==> src/rtl/csvfs_pkg.sv <==
`timescale 1ns / 1ps
// ----------------------------------------------------------------------------
// csvfs_pkg: shared types and constants of the CSV field splitter
// Character codes, parser modes, result kinds and the state and result
// records passed between the top level and the step logic.
// ----------------------------------------------------------------------------
package csvfs_pkg;

  localparam logic [7:0] ChComma = 8'h2C;
  localparam logic [7:0] ChQuote = 8'h22;
  localparam logic [7:0] ChCr    = 8'h0D;
  localparam logic [7:0] ChLf    = 8'h0A;
  localparam logic [7:0] ChSpace = 8'h20;

  localparam logic [7:0]  MaxFieldsReset = 8'd100;
  localparam logic [31:0] RowCountMax    = 32'hFFFF_FFFF;

  localparam logic FuncData = 1'b0;
  localparam logic FuncEnd  = 1'b1;

  typedef enum logic [2:0] {
    MODE_LINE_START  = 3'd0,
    MODE_FIELD_START = 3'd1,
    MODE_UNQUOTED    = 3'd2,
    MODE_QUOTED      = 3'd3,
    MODE_AFTER_QUOTE = 3'd4,
    MODE_IGNORE      = 3'd5,
    MODE_DROP        = 3'd6
  } mode_e;

  typedef enum logic [1:0] {
    KIND_CONTENT   = 2'd0,
    KIND_FIELD_END = 2'd1,
    KIND_ROW_OK    = 2'd2,
    KIND_ROW_BAD   = 2'd3
  } kind_e;

  typedef struct packed {
    mode_e       mode;
    logic [7:0]  field_cnt;
    logic [31:0] row_cnt;
    logic        trim;
    logic        trunc;
    logic        bad;
  } parse_state_t;

  typedef struct packed {
    logic [1:0]  kind;
    logic [7:0]  out_byte;
    logic [7:0]  field_index;
    logic [31:0] row_seq;
    logic        truncated;
  } result_t;

endpackage

==> src/rtl/csvfs_if.sv <==
`timescale 1ns / 1ps
// ----------------------------------------------------------------------------
// csvfs_if: channel interfaces of the CSV field splitter
// Byte request channel, result channel and configuration write channel,
// each a valid/ready handshake with its payload.
// ----------------------------------------------------------------------------
interface csvfs_in_if;
  logic       valid;
  logic       ready;
  logic       func;
  logic [7:0] data_byte;
  modport source (output valid, output func, output data_byte, input ready);
  modport sink   (input valid, input func, input data_byte, output ready);
endinterface

interface csvfs_out_if;
  logic        valid;
  logic        ready;
  logic [1:0]  kind;
  logic [7:0]  out_byte;
  logic [7:0]  field_index;
  logic [31:0] row_seq;
  logic        truncated;
  modport source (output valid, output kind, output out_byte, output field_index,
                  output row_seq, output truncated, input ready);
  modport sink   (input valid, input kind, input out_byte, input field_index,
                  input row_seq, input truncated, output ready);
endinterface

interface csvfs_cfg_if;
  logic       valid;
  logic       ready;
  logic [7:0] field_cap;
  modport source (output valid, output field_cap, input ready);
  modport sink   (input valid, input field_cap, output ready);
endinterface

==> src/rtl/csvfs_step.sv <==
`timescale 1ns / 1ps
// ----------------------------------------------------------------------------
// csvfs_step: per-byte parser step
// Combinational next state and optional result for one request.
// ----------------------------------------------------------------------------
module csvfs_step
  import csvfs_pkg::*;
(
  input  parse_state_t cur_i,
  input  logic         func_i,
  input  logic [7:0]   data_byte_i,
  input  logic [7:0]   field_cap_i,
  output parse_state_t nxt_o,
  output logic         res_valid_o,
  output result_t      res_o
);

  logic       eol;
  logic [7:0] limit;
  logic       do_begin;
  logic       do_content;
  logic       do_fend;
  logic       do_end;
  logic       end_cr;

  assign eol   = (data_byte_i == ChCr) || (data_byte_i == ChLf);
  assign limit = (field_cap_i == 8'd0) ? 8'd1 : field_cap_i;

  always_comb begin
    nxt_o       = cur_i;
    res_valid_o = 1'b0;
    res_o       = '0;
    res_o.row_seq = cur_i.row_cnt;
    do_begin    = 1'b0;
    do_content  = 1'b0;
    do_fend     = 1'b0;
    do_end      = 1'b0;
    end_cr      = 1'b0;

    if (func_i == FuncEnd) begin
      if (cur_i.mode == MODE_LINE_START || cur_i.mode == MODE_DROP) begin
        nxt_o.mode = MODE_LINE_START;
      end else begin
        do_end = 1'b1;
      end
    end else begin
      end_cr = (data_byte_i == ChCr);
      unique case (cur_i.mode)
        MODE_LINE_START: begin
          if (eol) nxt_o.mode = end_cr ? MODE_DROP : MODE_LINE_START;
          else     do_begin = 1'b1;
        end
        MODE_FIELD_START: begin
          if (eol) do_end = 1'b1;
          else     do_begin = 1'b1;
        end
        MODE_UNQUOTED: begin
          if (eol)                          do_end = 1'b1;
          else if (data_byte_i == ChComma)  do_fend = 1'b1;
          else                              do_content = 1'b1;
        end
        MODE_QUOTED: begin
          if (eol) begin
            nxt_o.bad = 1'b1;
            do_end    = 1'b1;
          end else if (data_byte_i == ChQuote) begin
            nxt_o.mode = MODE_AFTER_QUOTE;
          end else begin
            do_content = 1'b1;
          end
        end
        MODE_AFTER_QUOTE: begin
          if (eol) begin
            do_end = 1'b1;
          end else if (data_byte_i == ChComma) begin
            do_fend = 1'b1;
          end else begin
            nxt_o.bad  = 1'b1;
            nxt_o.mode = MODE_IGNORE;
          end
        end
        MODE_IGNORE: begin
          if (eol) do_end = 1'b1;
        end
        MODE_DROP: begin
          nxt_o.mode = (data_byte_i == ChLf) ? MODE_LINE_START : MODE_DROP;
        end
        default: begin
          nxt_o.mode = MODE_LINE_START;
        end
      endcase
    end

    // open a new field, or drop it past the limit
    if (do_begin) begin
      if (cur_i.field_cnt >= limit) begin
        nxt_o.trunc = 1'b1;
        nxt_o.mode  = MODE_IGNORE;
      end else begin
        nxt_o.field_cnt = cur_i.field_cnt + 8'd1;
        nxt_o.trim      = 1'b1;
        if (data_byte_i == ChQuote) begin
          nxt_o.mode = MODE_QUOTED;
        end else begin
          nxt_o.mode = MODE_UNQUOTED;
          if (data_byte_i == ChComma) do_fend = 1'b1;
          else                        do_content = 1'b1;
        end
      end
    end

    if (do_content) begin
      if (!(nxt_o.trim && data_byte_i == ChSpace)) begin
        nxt_o.trim        = 1'b0;
        res_valid_o       = 1'b1;
        res_o.kind        = KIND_CONTENT;
        res_o.out_byte    = data_byte_i;
        res_o.field_index = nxt_o.field_cnt - 8'd1;
      end
    end

    if (do_fend) begin
      res_valid_o       = 1'b1;
      res_o.kind        = KIND_FIELD_END;
      res_o.field_index = nxt_o.field_cnt - 8'd1;
      nxt_o.mode        = MODE_FIELD_START;
    end

    if (do_end) begin
      res_valid_o       = 1'b1;
      res_o.kind        = nxt_o.bad ? KIND_ROW_BAD : KIND_ROW_OK;
      res_o.field_index = nxt_o.field_cnt;
      res_o.truncated   = nxt_o.trunc;
      if (cur_i.row_cnt != RowCountMax) nxt_o.row_cnt = cur_i.row_cnt + 32'd1;
      nxt_o.field_cnt = 8'd0;
      nxt_o.trim      = 1'b1;
      nxt_o.trunc     = 1'b0;
      nxt_o.bad       = 1'b0;
      nxt_o.mode      = end_cr ? MODE_DROP : MODE_LINE_START;
    end
  end

endmodule

==> src/rtl/csv_field_splitter.sv <==
`timescale 1ns / 1ps
// ----------------------------------------------------------------------------
// csv_field_splitter: streaming splitter of comma-separated text
// Parses one byte per request into field content, field ends and row ends.
// ----------------------------------------------------------------------------
//
//   channel | dir | payload                                   | accepted when
//   --------+-----+-------------------------------------------+--------------
//   req_i   | in  | func, data_byte                           | valid & ready
//   res_o   | out | kind, out_byte, field_index, row_seq,     | valid & ready
//           |     | truncated                                 |
//   cfg_i   | in  | field_cap                                 | valid & ready
//
// One request a cycle sustained while results are taken: a request is held in
// the input register, the parser step runs on it there and the result (if any)
// is held in the result register.
// Reset clears the parser state, the row counter (to one) and field_cap
// (to 100). A stalled result register holds the input stage; the input
// register frees itself the same cycle the result is taken.
//
module csv_field_splitter
  import csvfs_pkg::*;
(
  input  logic           clk_i,
  input  logic           rst_ni,
  csvfs_in_if.sink       req_i,
  csvfs_out_if.source    res_o,
  csvfs_cfg_if.sink      cfg_i
);

  // configuration register
  logic [7:0] field_cap_q;

  // input register
  logic       in_valid_q;
  logic       in_func_q;
  logic [7:0] in_byte_q;

  // parser state
  parse_state_t st_q, st_d;

  // result register
  logic    out_valid_q;
  result_t out_q;

  logic    step_valid;
  result_t step_res;
  logic    advance;

  // advance the input stage when the result register is free or draining
  assign advance     = in_valid_q && (!out_valid_q || res_o.ready);
  assign req_i.ready = !in_valid_q || advance;
  assign cfg_i.ready = 1'b1;

  csvfs_step u_step (
    .cur_i        (st_q),
    .func_i       (in_func_q),
    .data_byte_i  (in_byte_q),
    .field_cap_i  (field_cap_q),
    .nxt_o        (st_d),
    .res_valid_o  (step_valid),
    .res_o        (step_res)
  );

  always_ff @(posedge clk_i or negedge rst_ni) begin
    if (!rst_ni) begin
      field_cap_q <= MaxFieldsReset;
    end else if (cfg_i.valid) begin
      field_cap_q <= cfg_i.field_cap;
    end
  end

  // capture a request whenever the input register is free
  always_ff @(posedge clk_i or negedge rst_ni) begin
    if (!rst_ni) begin
      in_valid_q <= 1'b0;
    end else if (req_i.ready) begin
      in_valid_q <= req_i.valid;
    end
  end

  always_ff @(posedge clk_i) begin
    if (req_i.ready && req_i.valid) begin
      in_func_q <= req_i.func;
      in_byte_q <= req_i.data_byte;
    end
  end

  // commit the parser state only when the step result can be stored
  always_ff @(posedge clk_i or negedge rst_ni) begin
    if (!rst_ni) begin
      st_q.mode      <= MODE_LINE_START;
      st_q.field_cnt <= 8'd0;
      st_q.row_cnt   <= 32'd1;
      st_q.trim      <= 1'b1;
      st_q.trunc     <= 1'b0;
      st_q.bad       <= 1'b0;
    end else if (advance) begin
      st_q <= st_d;
    end
  end

  // result register: load on advance, drop once taken
  always_ff @(posedge clk_i or negedge rst_ni) begin
    if (!rst_ni) begin
      out_valid_q <= 1'b0;
    end else if (advance) begin
      out_valid_q <= step_valid;
    end else if (res_o.ready) begin
      out_valid_q <= 1'b0;
    end
  end

  always_ff @(posedge clk_i) begin
    if (advance && step_valid) begin
      out_q <= step_res;
    end
  end

  assign res_o.valid       = out_valid_q;
  assign res_o.kind        = out_q.kind;
  assign res_o.out_byte    = out_q.out_byte;
  assign res_o.field_index = out_q.field_index;
  assign res_o.row_seq     = out_q.row_seq;
  assign res_o.truncated   = out_q.truncated;

endmodule
==> src/flat_wrapper.sv <==
// flat-port wrapper written by rule: the top's interface ports become plain ports
module csv_field_splitter_flat import csvfs_pkg::*;
  (clk_i, rst_ni, req_i_valid, req_i_func, req_i_data_byte, req_i_ready, res_o_valid, res_o_kind, res_o_out_byte, res_o_field_index, res_o_row_seq, res_o_truncated, res_o_ready, cfg_i_valid, cfg_i_field_cap, cfg_i_ready);
  csvfs_in_if req_i_i ();
  csvfs_out_if res_o_i ();
  csvfs_cfg_if cfg_i_i ();
  input  logic clk_i;
  input  logic rst_ni;
  input wire logic [$bits(req_i_i.valid)-1:0] req_i_valid;
  input wire logic [$bits(req_i_i.func)-1:0] req_i_func;
  input wire logic [$bits(req_i_i.data_byte)-1:0] req_i_data_byte;
  output wire logic [$bits(req_i_i.ready)-1:0] req_i_ready;
  output wire logic [$bits(res_o_i.valid)-1:0] res_o_valid;
  output wire logic [$bits(res_o_i.kind)-1:0] res_o_kind;
  output wire logic [$bits(res_o_i.out_byte)-1:0] res_o_out_byte;
  output wire logic [$bits(res_o_i.field_index)-1:0] res_o_field_index;
  output wire logic [$bits(res_o_i.row_seq)-1:0] res_o_row_seq;
  output wire logic [$bits(res_o_i.truncated)-1:0] res_o_truncated;
  input wire logic [$bits(res_o_i.ready)-1:0] res_o_ready;
  input wire logic [$bits(cfg_i_i.valid)-1:0] cfg_i_valid;
  input wire logic [$bits(cfg_i_i.field_cap)-1:0] cfg_i_field_cap;
  output wire logic [$bits(cfg_i_i.ready)-1:0] cfg_i_ready;
  assign req_i_i.valid = req_i_valid;
  assign req_i_i.func = req_i_func;
  assign req_i_i.data_byte = req_i_data_byte;
  assign req_i_ready = req_i_i.ready;
  assign res_o_valid = res_o_i.valid;
  assign res_o_kind = res_o_i.kind;
  assign res_o_out_byte = res_o_i.out_byte;
  assign res_o_field_index = res_o_i.field_index;
  assign res_o_row_seq = res_o_i.row_seq;
  assign res_o_truncated = res_o_i.truncated;
  assign res_o_i.ready = res_o_ready;
  assign cfg_i_i.valid = cfg_i_valid;
  assign cfg_i_i.field_cap = cfg_i_field_cap;
  assign cfg_i_ready = cfg_i_i.ready;
  csv_field_splitter u_core (.clk_i(clk_i), .rst_ni(rst_ni), .req_i(req_i_i), .res_o(res_o_i), .cfg_i(cfg_i_i));
endmodule
==> config.mk <==
export PLATFORM = sky130hd
export DESIGN_NAME = csv_field_splitter_flat
export DESIGN_NICKNAME = d
export VERILOG_FILES = /design/src/rtl/csvfs_pkg.sv /design/src/rtl/csvfs_if.sv /design/src/rtl/csvfs_step.sv /design/src/rtl/csv_field_splitter.sv /design/src/flat_wrapper.sv
export SDC_FILE = /design/constraint.sdc
export NUM_CORES = 1
export LEC_CHECK = 0
export BUFFER_PORTS_ARGS = -buffer_cell sky130_fd_sc_hd__buf_4
export CAP_MARGIN = 20
export CELL_PAD_IN_SITES_DETAIL_PLACEMENT = 0
export CELL_PAD_IN_SITES_GLOBAL_PLACEMENT = 2
export CORE_AREA = 2 2 139 141
export CTS_BUF_LIST = sky130_fd_sc_hd__clkbuf_2
export CTS_CLUSTER_DIAMETER = 200
export CTS_CLUSTER_SIZE = 12
export DETAILED_ROUTE_END_ITERATION = 7
export DIE_AREA = 0 0 141 143
export PLACE_DENSITY_LB_ADDON = 0.15
export SETUP_SLACK_MARGIN = 0.1
export SYNTH_ARGS = -nofsm -noshare
export SYNTH_HDL_FRONTEND = slang
export SYNTH_SLANG_ARGS = --single-unit
export TNS_END_PERCENT = 5
==> constraint.sdc <==
create_clock -name clk_i -period 12.6 [get_ports clk_i]
set_input_delay 3.15 -clock clk_i [delete_from_list [all_inputs] [get_ports clk_i]]
set_output_delay 3.15 -clock clk_i [all_outputs]
set_load 0.005 [all_outputs]
# Word-level counts from Yosys, hierarchy flattened

Index checks and enable logic that the tools add are counted.

Bits in registers: 116
Latch bits: 0
RAM bits: 0
Bits in read-only memories: 0
Output and inout bits: 54
Word-level logic and storage cells: 128
Memories kept: 0

Add/subtract/negate cells: 3
$mul: 0
Divide/modulo/power cells: 0
Magnitude comparators: 1
Equality and inequality tests: 19
Shift-type cells: 0
Mux-type cells: 68
Bitwise operators: 1
Reduce and logical (&&, ||, !) cells: 20

Operators by type and width:

| kind                                                   | number |
|---|---|
| two-way mux 8 bit                                      | 6 |
| two-way mux 46 bit                                     | 1 |
| two-way mux 1 bit                                      | 41 |
| two-way mux 3 bit                                      | 12 |
| adder 32 x 1 -> 32 bit (second input constant)         | 1 |
| two-way mux 32 bit                                     | 1 |
| inequality test 32 bit (second input constant)         | 1 |
| inequality test 6 x 5 -> 1 bit (second input constant) | 5 |
| == test 8 x 6 -> 1 bit (second input constant)         | 3 |
| == test 8 x 4 -> 1 bit (second input constant)         | 2 |
| one-hot mux 3 bit (5 select lines)                     | 1 |
| two-way mux 11 bit                                     | 1 |
| == test 3 bit (second input constant)                  | 3 |
| adder 8 x 1 -> 8 bit (second input constant)           | 1 |
| >= comparator 8 bit                                    | 1 |
| logical NOT 8 bit                                      | 1 |
| AND reduction 8 bit                                    | 1 |
| subtractor 8 x 1 -> 8 bit (second input constant)      | 1 |
| == test 3 x 2 -> 1 bit (second input constant)         | 2 |
| two-way mux 2 bit                                      | 3 |
| OR reduction 2 bit                                     | 3 |
| inequality test 5 x 1 -> 1 bit (second input constant) | 1 |
| inequality test 5 bit (second input constant)          | 1 |
| OR reduction 5 bit                                     | 1 |
| 10 further kinds                                       | 18 |

# Logic depth before layout (Yosys ltp)

Depth after elaboration: 13
Mapped depth: 13
Mapped depth without buffers: 13

# Modules after synthesis

Synthesis repeated with hierarchy kept, for this count alone.

Cells, all modules: 507
Area, all modules: 6167.2 um2

By module, submodules not included:

| module             | instances | cells each | area an instance (um2) | sequential area each (um2) |
|---|---|---|---|---|
| csv_field_splitter | 1         | 186        | 4087.7                 | 3209.3 |
| csvfs_step         | 1         | 321        | 2079.5                 | 0.0 |

# Least setup slack after synthesis

Ideal clock, no wire load.

Path kind: input to output
From: input res_o_ready
To: output req_i_ready
Arrival time: 3.324 ns
Slack: 6.126 ns
Stages on the path: 1
Cells stage by stage: nand3b_1

Word-level cells in the longest chain between the ends: 3

Ends and longest elaborated chain:

| element           | RTL line                 | RTL |
|---|---|---|
| from (decl)       | flat_wrapper.sv:19       | `input wire logic [$bits(res_o_i.ready)-1:0] res_o_ready;` |
| logical OR 1 bit  | csv_field_splitter.sv:51 | `assign advance = in_valid_q && (!out_valid_q \|\| res_o.ready);` |
| logical AND 1 bit | csv_field_splitter.sv:51 |  |
| logical OR 1 bit  | csv_field_splitter.sv:52 | `assign req_i.ready = !in_valid_q \|\| advance;` |
| to (decl)         | flat_wrapper.sv:12       | `output wire logic [$bits(req_i_i.ready)-1:0] req_i_ready;` |

No other way between the ends.

# Final worst setup path

Ends and elaborated chain as after synthesis.

==> results_dict.tcl <==
set metrics [dict create \
    antenna_found_initial 1 \
    rr_startpoint "u_core.st_q[37]$_DFFE_PN0P_" \
    clockBufferDepth 2 \
    yosys-top-cells-count "edfxtp_1 (60), dfrtp_1 (51), nand2_1 (43)" \
    synth_ff_type "edfxtp_1" \
    netlist_top_cells_area "edfxtp_1 (33%), dfrtp_1 (23%), xnor2_1 (4.8%)" \
    power_frac_comb 0.308 \
    dr.pass1.iters 4 \
    gr-total-overflow 0 \
    endpoint_kind "primary output" \
    async_reset_ff_frac 0.483 \
    rsz0062_at_grt "no" \
    tns_ns 0 \
    syn_area_per_cell_um2 11.4 \
    synth-edff-count 60 \
    cap_viol_max_count 0 \
    clock_sinks 116 \
    final_util 0.352 \
    fmax_mhz 148 \
    power_density_nw_per_um2 173 \
    path_clk_slew_ns 0.18 \
    area_growth_pct 18.3 \
    die_x_um 141 \
    synthDistinctLibCells 63 \
    cts_tree "done" \
    grt_pass1_vias 3909 \
    drc 0 \
    p_sw_mw 0.413 \
    worstSkewPairLatency_ns 0.69 \
    hold_viol_final 0 \
    grt_pass1_wl_um 21200 \
    yosys_warnings 0 \
    ys_seq_area_frac 0.581 \
    timing.final.crit_share 0.535 \
    skew_ns 0.0322 \
    worstHoldPathType "flop to flop" \
    switching_share 0.365 \
    cts_hold_buf 0 \
    power.leakage_nw 2.64 \
    cts_setup_buffers 0 \
    maxSlewHeadroom 0.345 \
    core_um2 18600 \
    syn_nets 519 \
    grt_start_max_net_pins 57 \
    tightest_slew_ns 0.978 \
    start_util 0.297 \
    crit_start "res_o_ready" \
    path_class "input pin to primary output" \
    status "finished, final reports clean" \
    antenna_left 0 \
    irDropWorstVdd_mv 0.0673 \
    p_seq_frac 0.490 \
    yosys.area.top_type "edfxtp_1" \
    crit_fanout 3 \
    io_pins 76 \
    p_int_mw 0.720 \
    ys_seq_elements 116 \
    place_congestion 0.831 \
    dr_total_vias 3996 \
    hpwl_um 9370 \
    setup_ws_ns 5.85 \
    setup_viol 0 \
    gr-usage-all-layers 0.137 \
    syn_area_um2 5520 \
    fin_crit_ns 6.75 \
    wl_um 13200 \
    cts.htree.levels 4 \
    die_h_um 143 \
    synth_cells 486 \
    rows 50 \
    crit_required_ns 9.45 \
    drtIter0Drc 174 \
    cts-root-buf "clkbuf_2" \
    io_buffers 74 \
    die_area_um2 20200 \
    numCtsBuffers 17 \
    hp-start "u_core.st_q[13]$_DFFE_PN0P_" \
    dpl_worst_slack_ns 5.85 \
    slew_viol_final 0 \
    worstSetupStartpointType "input pin" \
    synth.top_cell.area_share 0.326 \
    wl_per_cell_um 16.3 \
    p_clk_frac 0.202 \
    vias_per_cell 4.92 \
    num-nets-final 597 \
    arrival_ns 3.60 \
    yosysMostFrequentCell "edfxtp_1" \
    drive_above_1_share 0.224 \
    post_cts_resized 0 \
]
## final timing paths
kind	slack [ns]	depth (start not counted)	to
min in group asynchronous	2.49	1	u_core.st_q[36]$_DFFE_PN0P_
hold / removal	0.51	1	u_core.st_q[13]$_DFFE_PN0P_
max in group asynchronous	9.54	1	u_core.st_q[7]$_DFFE_PN0P_
setup reg to reg	8.02	8	u_core.res_o.row_seq[28]$_DFFE_PP_
hold reg to reg	0.51	1	u_core.st_q[13]$_DFFE_PN0P_
setup / recovery	5.85	3	req_i_ready
## state kept, by name (all words and copies together), names as in the netlist
signal                    count
u_core.res_o.out_byte         8
u_core.res_o.kind             2
u_core.st_q                  46
u_core.res_o.valid            1
u_core.field_cap_q            8
u_core.in_byte_q              8
u_core.res_o.truncated        1
u_core.in_valid_q             1
u_core.in_func_q              1
u_core.res_o.row_seq         32
u_core.res_o.field_index      8
## power groups by stage
| stage | sequential [mW] | clock (mW) | combinational [mW] |
|---|---|---|---|
| CTS | 0.557 | 0.241 | 0.357 |
| global placement | 0.564 | 0 | 0.354 |
| floorplan | 0.546 | 0 | 0.211 |
| finish | 0.555 | 0.229 | 0.349 |
| detailed placement | 0.565 | 0 | 0.356 |
| global route | 0.566 | 0.259 | 0.390 |
## through the flow
step           hold WS [ns]  std cells  cell area [um^2]  total power, mW
2_1_floorplan         0.446        486              5520            0.757
3_3_place_gp          0.471        779              6320            0.918
3_5_place_dp          0.476        779              6320            0.921
4_1_cts               0.504        811              6530             1.15
5_1_grt               0.516        812              6530             1.21
6_report              0.506        812              6530             1.13
## per-layer routing
metal  vias up  share of wire  GRT usage
met5         -              0          0
met4         0          0.018     0.0484
met3        16          0.036     0.0366
li1       1947              -          -
met2        88           0.48      0.217
met1      1945           0.47      0.183
## cell families after synthesis
| kind of cell | Yosys count | share of synthesized area |
|---|---|---|
| XOR/XNOR | 42 | 0.0666 |
| AO/OA/AOI/OAI | 84 | 0.107 |
| multiplexers | 8 | 0.0156 |
| flip-flops | 116 | 0.581 |
| other | 1 | 0.000679 |
| buffers and inverters | 33 | 0.0249 |
| adder cells (fa/ha/maj) | 11 | 0.0249 |
| AND/OR/NAND/NOR | 191 | 0.180 |
## worst max-delay path, stage by stage
cell and delay, ns:
buf_4 0.11, nand3b_1 0.18, buf_4 0.16
## layout make-up
| cell class | count | area (um^2) |
|---|---|---|
| Antenna cell | 1 | 2.50 |
| Clock buffer | 17 | 85.1 |
| Clock inverter | 15 | 129 |
| Fill cell | 1860 | 12000 |
| Inverter | 16 | 60.1 |
| Multi-Input combinational cell | 337 | 2180 |
| Sequential cell | 116 | 3210 |
| Tap cell | 234 | 293 |
| Timing Repair Buffer | 76 | 571 |
## placed cells by master (no fill, tap or decap), types with 6 or more instances in the layout
cell type,count
nor2b_1,14
o21ai_0,25
and3_1,6
xor2_1,12
a21oi_1,17
ha_1,11
dfrtp_1,51
or3_1,9
nand4_1,14
xnor2_1,30
buf_4,76
edfxtp_1,60
nand2b_1,8
inv_1,16
nand3_1,16
nor4_1,8
nand2_1,43
nor2_1,37
nor3_1,12
and2_1,6
clkbuf_2,17
Power figures use the tool's default switching activity.
